File: src/hw/rtl/scfp_pkg.sv
// Shared types and constants of the serial command frame parser.
package scfp_pkg;

  localparam logic [7:0] CHAR_FRAME_END = 8'h3B;
  localparam logic [7:0] CHAR_SEPARATOR = 8'h20;
  localparam logic [7:0] CHAR_PLUS      = 8'h2B;
  localparam logic [7:0] CHAR_MINUS     = 8'h2D;
  localparam logic [7:0] CHAR_ZERO      = 8'h30;
  localparam logic [7:0] CHAR_NINE      = 8'h39;
  localparam logic [7:0] CHAR_WS_LO     = 8'h09;
  localparam logic [7:0] CHAR_WS_HI     = 8'h0D;

  localparam int CFG_IDX_W    = 1;
  localparam int CFG_DATA_W   = 64;
  localparam int CFG_COUNT_W  = 4;

  localparam logic [CFG_IDX_W-1:0] CFG_COMMAND_CHARS = 1'd0;
  localparam logic [CFG_IDX_W-1:0] CFG_COMMAND_COUNT = 1'd1;

  // tuser bit positions of the result channel
  localparam int USER_HAS_DATA  = 0;
  localparam int USER_TRUNCATED = 1;
  localparam int OUT_USER_W     = 2;

  typedef enum logic [1:0] {
    PH_WAIT,
    PH_SIGN,
    PH_DIGITS,
    PH_DONE
  } lane_phase_t;

  typedef enum logic [2:0] {
    TP_BEFORE,
    TP_HEADER,
    TP_BETWEEN,
    TP_DATA,
    TP_AFTER
  } tok_pos_t;

endpackage

File: src/hw/rtl/serial_command_frame_parser.sv
// Top level: frame splitter, per-lane index parser on a shared multiply-add unit, data drain.
// A data or separator byte is taken in the idle state; a header byte then visits every lane,
//   the lanes being stepped one per cycle through a single multiply-by-ten/add/saturate unit.
// A ';' passes accept, lane select and index form, then one drain step per record, each record
//   waiting on out_tready, or stops after lane select on no match; in_tready is low throughout.
// Reset (rst_n low at a clock edge) clears configuration, frame state and output valid only.
module serial_command_frame_parser #(
  parameter int MAX_COMMANDS = 8,
  parameter int DATA_DEPTH   = 32,
  parameter int INDEX_WIDTH  = 16
) (
  input  logic                                   clk,
  input  logic                                   rst_n,
  input  logic                                   in_tvalid,
  output logic                                   in_tready,
  input  logic [7:0]                             in_tdata,   // in_byte
  output logic                                   out_tvalid,
  input  logic                                   out_tready,
  // command character, cmd_index, data_byte; zero padded to whole bytes
  output logic [((16+INDEX_WIDTH+7)/8)*8-1:0]    out_tdata,
  output logic [scfp_pkg::OUT_USER_W-1:0]        out_tuser,  // has_data, data_truncated
  output logic                                   out_tlast,
  input  logic                                   cfg_we,
  input  logic [scfp_pkg::CFG_IDX_W-1:0]         cfg_index,
  input  logic [scfp_pkg::CFG_DATA_W-1:0]        cfg_wdata
);
  import scfp_pkg::*;

  localparam int LANE_W = (MAX_COMMANDS > 1) ? $clog2(MAX_COMMANDS) : 1;
  localparam int AW     = (DATA_DEPTH > 1) ? $clog2(DATA_DEPTH) : 1;
  localparam int LW     = $clog2(DATA_DEPTH + 1);
  localparam int W      = INDEX_WIDTH;
  localparam int MW     = INDEX_WIDTH + 4;
  localparam logic [W-1:0] LIMIT  = W'(1) << (W - 1);
  localparam logic [LANE_W-1:0] LAST_LANE = LANE_W'(MAX_COMMANDS - 1);
  localparam logic [LW-1:0] DEPTH_L = LW'(DATA_DEPTH);

  typedef enum logic [2:0] {
    ST_IDLE,
    ST_LANES,
    ST_FIND,
    ST_INDEX,
    ST_DRAIN
  } state_t;

  state_t                 state_r;
  logic [CFG_DATA_W-1:0]  command_chars_r;
  logic [CFG_COUNT_W-1:0] command_count_r;

  logic                   lane_seen_r     [MAX_COMMANDS];
  lane_phase_t            lane_phase_r    [MAX_COMMANDS];
  logic                   lane_negative_r [MAX_COMMANDS];
  logic [W-1:0]           lane_value_r    [MAX_COMMANDS];

  tok_pos_t               tok_pos_r;
  logic [LW-1:0]          data_length_r;
  logic                   overflow_r;
  logic [7:0]             data_store [DATA_DEPTH];

  logic [7:0]             byte_r;
  logic [LANE_W-1:0]      lane_idx_r;
  logic [LANE_W-1:0]      sel_r;
  logic [7:0]             cmd_sym_r;
  logic [W-1:0]           cmd_index_r;
  logic [LW-1:0]          drain_k_r;

  logic                   out_valid_r;
  logic [7:0]             out_char_r;
  logic [W-1:0]           out_index_r;
  logic [7:0]             out_data_r;
  logic                   out_has_r;
  logic                   out_trunc_r;
  logic                   out_last_r;

  // input side decode
  logic                   in_acc;
  tok_pos_t               tok_pos_nxt;
  logic                   data_wr;

  // shared lane unit
  logic                   lane_active;
  logic [7:0]             lane_char;
  logic                   is_digit;
  logic [MW-1:0]          mac;
  logic [W-1:0]           mac_sat;
  logic                   seen_nxt;
  lane_phase_t            phase_nxt;
  logic                   neg_nxt;
  logic [W-1:0]           value_nxt;

  // frame end
  logic                   found;
  logic [LANE_W-1:0]      found_idx;
  logic [W-1:0]           index_nxt;
  logic                   out_free;
  logic [LW-1:0]          total_m1;
  logic                   drain_last;

  assign in_tready = (state_r == ST_IDLE);
  assign in_acc    = in_tvalid && in_tready;

  always_comb begin
    tok_pos_nxt = tok_pos_r;
    if (in_tdata == CHAR_SEPARATOR) begin
      if (tok_pos_r == TP_HEADER) tok_pos_nxt = TP_BETWEEN;
      else if (tok_pos_r == TP_DATA) tok_pos_nxt = TP_AFTER;
    end else if (tok_pos_r == TP_BEFORE) begin
      tok_pos_nxt = TP_HEADER;
    end else if (tok_pos_r == TP_BETWEEN) begin
      tok_pos_nxt = TP_DATA;
    end
  end

  assign data_wr = in_acc && (in_tdata != CHAR_FRAME_END) && (in_tdata != CHAR_SEPARATOR) &&
                   (tok_pos_nxt == TP_DATA) && (data_length_r != DEPTH_L);

  // one lane per cycle through the multiply-by-ten, add and saturate unit
  assign lane_active = (CFG_COUNT_W'(lane_idx_r) < command_count_r);
  assign lane_char   = command_chars_r[{lane_idx_r, 3'b000} +: 8];
  assign is_digit    = (byte_r >= CHAR_ZERO) && (byte_r <= CHAR_NINE);
  assign mac         = MW'({lane_value_r[lane_idx_r], 3'b000})
                       + MW'({lane_value_r[lane_idx_r], 1'b0})
                       + MW'(byte_r[3:0]);
  assign mac_sat     = (mac > MW'(LIMIT)) ? LIMIT : mac[W-1:0];

  always_comb begin
    seen_nxt  = lane_seen_r[lane_idx_r];
    phase_nxt = lane_phase_r[lane_idx_r];
    neg_nxt   = lane_negative_r[lane_idx_r];
    value_nxt = lane_value_r[lane_idx_r];
    if (lane_active) begin
      if (!lane_seen_r[lane_idx_r]) begin
        if (byte_r == lane_char) begin
          seen_nxt  = 1'b1;
          phase_nxt = PH_WAIT;
          neg_nxt   = 1'b0;
          value_nxt = '0;
        end
      end else if (lane_phase_r[lane_idx_r] != PH_DONE) begin
        if (is_digit) begin
          value_nxt = mac_sat;
          phase_nxt = PH_DIGITS;
        end else if (lane_phase_r[lane_idx_r] == PH_WAIT &&
                     byte_r >= CHAR_WS_LO && byte_r <= CHAR_WS_HI) begin
          phase_nxt = PH_WAIT;
        end else if (lane_phase_r[lane_idx_r] == PH_WAIT &&
                     (byte_r == CHAR_PLUS || byte_r == CHAR_MINUS)) begin
          neg_nxt   = (byte_r == CHAR_MINUS);
          phase_nxt = PH_SIGN;
        end else begin
          phase_nxt = PH_DONE;
        end
      end
    end
  end

  // first seen lane in list order
  always_comb begin
    found     = 1'b0;
    found_idx = '0;
    for (int i = MAX_COMMANDS - 1; i >= 0; i--) begin
      if (lane_seen_r[i] && (CFG_COUNT_W'(i) < command_count_r)) begin
        found     = 1'b1;
        found_idx = LANE_W'(i);
      end
    end
  end

  always_comb begin
    if (lane_negative_r[sel_r]) index_nxt = ~lane_value_r[sel_r] + W'(1);
    else if (lane_value_r[sel_r] >= LIMIT) index_nxt = LIMIT - W'(1);
    else index_nxt = lane_value_r[sel_r];
  end

  assign out_free   = !out_valid_r || out_tready;
  assign total_m1   = (data_length_r == '0) ? '0 : data_length_r - LW'(1);
  assign drain_last = (drain_k_r == total_m1);

  always_ff @(posedge clk) begin
    if (data_wr) data_store[data_length_r[AW-1:0]] <= in_tdata;
  end

  always_ff @(posedge clk) begin
    if (!rst_n) begin
      state_r         <= ST_IDLE;
      command_chars_r <= '0;
      command_count_r <= '0;
      tok_pos_r       <= TP_BEFORE;
      data_length_r   <= '0;
      overflow_r      <= 1'b0;
      lane_idx_r      <= '0;
      drain_k_r       <= '0;
      out_valid_r     <= 1'b0;
      for (int i = 0; i < MAX_COMMANDS; i++) begin
        lane_seen_r[i]     <= 1'b0;
        lane_phase_r[i]    <= PH_WAIT;
        lane_negative_r[i] <= 1'b0;
        lane_value_r[i]    <= '0;
      end
    end else begin
      if (cfg_we) begin
        unique case (cfg_index)
          CFG_COMMAND_CHARS: command_chars_r <= cfg_wdata;
          CFG_COMMAND_COUNT: command_count_r <= cfg_wdata[CFG_COUNT_W-1:0];
          default: ;
        endcase
      end
      // in the drain state the output register is always refilled or held
      if (out_tready && state_r != ST_DRAIN) out_valid_r <= 1'b0;

      unique case (state_r)
        ST_IDLE: begin
          if (in_acc) begin
            byte_r <= in_tdata;
            if (in_tdata == CHAR_FRAME_END) begin
              state_r <= ST_FIND;
            end else begin
              tok_pos_r <= tok_pos_nxt;
              if (in_tdata != CHAR_SEPARATOR) begin
                if (tok_pos_nxt == TP_HEADER) begin
                  lane_idx_r <= '0;
                  state_r    <= ST_LANES;
                end else if (tok_pos_nxt == TP_DATA) begin
                  if (data_length_r != DEPTH_L) data_length_r <= data_length_r + LW'(1);
                  else overflow_r <= 1'b1;
                end
              end
            end
          end
        end
        ST_LANES: begin
          lane_seen_r[lane_idx_r]     <= seen_nxt;
          lane_phase_r[lane_idx_r]    <= phase_nxt;
          lane_negative_r[lane_idx_r] <= neg_nxt;
          lane_value_r[lane_idx_r]    <= value_nxt;
          if (lane_idx_r == LAST_LANE) state_r <= ST_IDLE;
          else lane_idx_r <= lane_idx_r + LANE_W'(1);
        end
        ST_FIND: begin
          sel_r     <= found_idx;
          cmd_sym_r <= command_chars_r[{found_idx, 3'b000} +: 8];
          drain_k_r <= '0;
          if (found) begin
            state_r <= ST_INDEX;
          end else begin
            state_r       <= ST_IDLE;
            tok_pos_r     <= TP_BEFORE;
            data_length_r <= '0;
            overflow_r    <= 1'b0;
            for (int i = 0; i < MAX_COMMANDS; i++) begin
              lane_seen_r[i]     <= 1'b0;
              lane_phase_r[i]    <= PH_WAIT;
              lane_negative_r[i] <= 1'b0;
              lane_value_r[i]    <= '0;
            end
          end
        end
        ST_INDEX: begin
          cmd_index_r <= index_nxt;
          state_r     <= ST_DRAIN;
        end
        ST_DRAIN: begin
          if (out_free) begin
            out_valid_r <= 1'b1;
            out_char_r  <= cmd_sym_r;
            out_index_r <= cmd_index_r;
            out_has_r   <= (data_length_r != '0);
            out_data_r  <= (data_length_r != '0) ? data_store[drain_k_r[AW-1:0]] : 8'h00;
            out_trunc_r <= overflow_r;
            out_last_r  <= drain_last;
            if (drain_last) begin
              state_r       <= ST_IDLE;
              tok_pos_r     <= TP_BEFORE;
              data_length_r <= '0;
              overflow_r    <= 1'b0;
              for (int i = 0; i < MAX_COMMANDS; i++) begin
                lane_seen_r[i]     <= 1'b0;
                lane_phase_r[i]    <= PH_WAIT;
                lane_negative_r[i] <= 1'b0;
                lane_value_r[i]    <= '0;
              end
            end else begin
              drain_k_r <= drain_k_r + LW'(1);
            end
          end
        end
        default: state_r <= ST_IDLE;
      endcase
    end
  end

  always_comb begin
    out_tdata             = '0;
    out_tdata[7:0]        = out_char_r;
    out_tdata[8 +: W]     = out_index_r;
    out_tdata[8 + W +: 8] = out_data_r;
  end

  assign out_tvalid                = out_valid_r;
  assign out_tuser[USER_HAS_DATA]  = out_has_r;
  assign out_tuser[USER_TRUNCATED] = out_trunc_r;
  assign out_tlast                 = out_last_r;

endmodule

File: config.mk
export PLATFORM = sky130hd
export DESIGN_NAME = serial_command_frame_parser
export DESIGN_NICKNAME = d
export VERILOG_FILES = /design/src/hw/rtl/scfp_pkg.sv /design/src/hw/rtl/serial_command_frame_parser.sv
export SDC_FILE = /design/constraint.sdc
export NUM_CORES = 1
export LEC_CHECK = 0
export BUFFER_PORTS_ARGS = -buffer_cell sky130_fd_sc_hd__buf_2
export CORE_ASPECT_RATIO = 2
export CORE_UTILIZATION = 45
export CTS_CLUSTER_SIZE = 24
export DETAILED_ROUTE_END_ITERATION = 8
export HOLD_SLACK_MARGIN = 0.08
export SLEW_MARGIN = 20
export SYNTH_ARGS = -nofsm -noshare
export SYNTH_HDL_FRONTEND = slang
export SYNTH_SLANG_ARGS = --single-unit
File: constraint.sdc
create_clock -name clk -period 5.95 [get_ports clk]
set_input_delay 0.595 -clock clk [delete_from_list [all_inputs] [get_ports clk]]
set_output_delay 0.595 -clock clk [all_outputs]
set_load 0.005 [all_outputs]
==> impl_metrics.py <==
metrics = {
    "outcome": {
        "status": "finished with violations",
        "violations": "DRC",
    },
    "critical_path": {
        "worstSetupEndpointType": "register",
        "critPathKind": "register to register",
        "worstPathRequired_ps": 6360,
        "arrival_ps": 6090,
        "worst_setup_path_start_kind": "register",
        "critical_path_peak_fanout": 15,
    },
    "yosys": {
        "ys_top_cells_by_area": "edfxtp_1 (50%), mux4_2 (10%), dfxtp_1 (7.5%)",
        "synth_commonest_cells": "edfxtp_1 (476), nand2_1 (230), nor2_1 (169), mux4_2 (130), dfxtp_1 (107)",
        "yosys_warnings": 0,
        "synth_ff_type": "edfxtp_1",
        "ys_seq_area_frac": 0.579,
        "synth_fp_nets": 2271,
        "synth_top_area_frac": 0.504,
        "synth_area_um2": 28400,
        "yosysTopAreaCell": "edfxtp_1",
        "yosys_register_bits": 583,
        "postSynthCellCount": 2150,
        "postSynth.asyncResetShare": 0,
        "syn_avg_cell_area_um2": 13.2,
        "yosysUniqueCellTypes": 91,
        "synth.most_common_cell": "edfxtp_1",
        "synth_edf_count": 476,
    },
    "timing": {
        "rsz0062_at_grt": "no",
        "finalHoldViolCount": 0,
        "fin_crit_ps": 5680,
        "slew_headroom": 0.282,
        "drv_slew": 0,
        "finalCritPeriodShare": 0.955,
        "timing.fmax_ghz": 0.176,
        "fin_tns_setup_ps": 0,
        "finalSetupViolations": 0,
        "skew_ps": 39.5,
        "worst_slack_ps": 269,
        "tightestPinTransition_ps": 1070,
    },
    "layout": {
        "fillCellCount": 5295,
        "drive_gt1_frac": 0.202,
        "final_nets": 2363,
        "area_growth_pct": 10.9,
    },
    "job": {
        "cap_violations": 0,
    },
    "global_routing": {
        "gr-total-overflow": 0,
        "grt_max_degree": 65,
        "grt_usage": 0.258,
        "antenna_found_initial": 2,
        "first_global_vias": 19603,
        "grt_pass1_wl_um": 123000,
    },
    "clock_tree": {
        "postCtsHoldBufs": 0,
        "cts_max_level": 2,
        "root_buffer": "clkbuf_16",
        "insertion_delay_ps": 620,
        "clk_pin_slew_worst_paths_ps": 70,
        "post_cts_buffers": 0,
        "cts_sinks": 583,
        "max-clock-path-buffers": 3,
        "cts_tree": "yes",
        "cts_resized": 0,
        "numCtsBuffers": 51,
    },
    "floorplan": {
        "dieArea_um2": 64100,
        "die_w_um": 180,
        "num_io_pins": 115,
        "fp.dieH_um": 357,
        "rows": 129,
        "core_area_um2": 62100,
        "start_util": 0.457,
    },
    "detailed_routing": {
        "drc": 3,
        "ant_nets": 0,
        "dr_total_vias": 19030,
        "post_drt_wl_per_cell_um": 26.7,
        "avgViaCountPerCell": 6.21,
        "drtIter0Drc": 1467,
        "wirelength_um": 81900,
        "drtPass1Iterations": 9,
    },
    "worst_hold_path": {
        "min_path_type": "primary input to register",
    },
    "place": {
        "place_hpwl_um": 59100,
        "routabilityCongestion": 0.933,
        "port_buffers": 114,
        "pre_cts_ws_ps": 482,
    },
    "pwr": {
        "power_density_nw_per_um2": 287,
        "p_total_mw": 9.02,
        "vdd_ir_drop_max_mv": 0.233,
        "p_leak_nw": 10.6,
    },
}
-- state kept, by name (all words and copies together), names as in the netlist, 16 cells and up, named ones only --
signal,cells
cmd_index_r,16
command_chars_r,64
lane_phase_r,16
out_index_r,16
lane_value_r,128
data_store,256
-- area by class of cell --
type	instances	area, um^2	area share
Clock buffer	67	1390	0.0442
Multi-Input combinational cell	1385	11200	0.355
Timing Repair Buffer	178	1080	0.0342
Tap cell	786	983	0.0312
Antenna cell	2	5.00	0.000159
Sequential cell	583	16400	0.523
Clock inverter	22	223	0.00708
Inverter	43	161	0.00513
-- layer usage --
metal,GRT usage,vias to the layer above,part of all wire,routed length [um]
met4,0.191,0,0.082,6700
met2,0.486,752,0.54,43900
li1,-,8534,-,-
met1,0.263,9460,0.33,27400
met5,0,-,0,0
met3,0.0277,284,0.048,3910
-- final timing paths --
check | from | cells after the start | slack, ps | to
hold / removal | cfg_wdata[52] | 3 | 220 | command_chars_r[52]$_SDFFE_PN0P_
setup reg to reg | register | 14 | 270 | lane_value_r[0][6]$_SDFFCE_PN0P_
setup / recovery | register | 14 | 270 | lane_value_r[0][6]$_SDFFCE_PN0P_
hold reg to reg | cmd_index_r[7]$_DFFE_PP_ | 0 | 420 | out_index_r[7]$_DFFE_PP_
-- where the power goes --
| part | switching, mW | internal, mW |
|---|---|---|
| clock | 1.48 | 1.82 |
| combinational | 0.763 | 0.403 |
| sequential | 0.0650 | 4.49 |
-- cells in the final DEF (no fill, tap or decap), types with 10 or more instances in the layout --
cell type / count
ha_1: 41
nand2_1: 227
nand3b_1: 16
xor2_1: 15
mux2_2: 28
o21ai_0: 50
nor2_1: 169
nand4_1: 36
o21a_1: 10
o221ai_1: 17
buf_2: 114
o32ai_1: 32
xnor2_1: 24
and2_1: 14
nand3_1: 39
mux4_2: 130
buf_4: 62
inv_1: 42
dfxtp_1: 101
mux2i_1: 103
clkbuf_1: 10
edfxtp_1: 476
clkbuf_16: 52
or3_1: 12
a22o_1: 17
clkinv_1: 11
a21boi_0: 75
o22ai_1: 73
a31oi_1: 10
nor3_1: 22
nand2b_1: 13
a21oi_1: 54
a211oi_1: 17
-- metrics by stage --
step / cell area (um^2) / std cells / hold WS (ps) / utilization
final: 31500 / 3066 / 219 / 0.506
after global placement: 29800 / 2975 / 407 / 0.480
after CTS: 31500 / 3064 / 198 / 0.506
after floorplan: 28400 / 2150 / 400 / -
after global routing: 31500 / 3066 / 220 / 0.506
after detailed placement: 29800 / 2975 / 405 / 0.480
-- critical path, cell delays in order, from the launching register on --
cell and delay [ps]:
dfxtp_2 600, buf_12 240, mux4_2 520, mux2i_1 380, inv_1 150, ha_1 330
ha_1 410, a21oi_1 440, o21ai_0 160, nor4_1 480, or3_1 200, o211ai_1 230
nor3_4 430, nand3b_1 520, o22ai_1 370
-- logic make-up (layout without fill, tap and decap cells) --
| group | after synthesis | after routing | synth area share |
|---|---|---|---|
| AO/OA/AOI/OAI | 430 | 430 | 0.108 |
| AND/OR/NAND/NOR | 611 | 611 | 0.102 |
| flip-flops | 583 | 583 | 0.579 |
| multiplexers | 262 | 262 | 0.151 |
| buffers and inverters | 182 | 310 | 0.0287 |
| adder cells (fa/ha/maj) | 43 | 43 | 0.0195 |
| other | 0 | 2 | 0 |
| XOR/XNOR | 39 | 39 | 0.0120 |
Note: power is estimated with default switching activity, not from simulation.
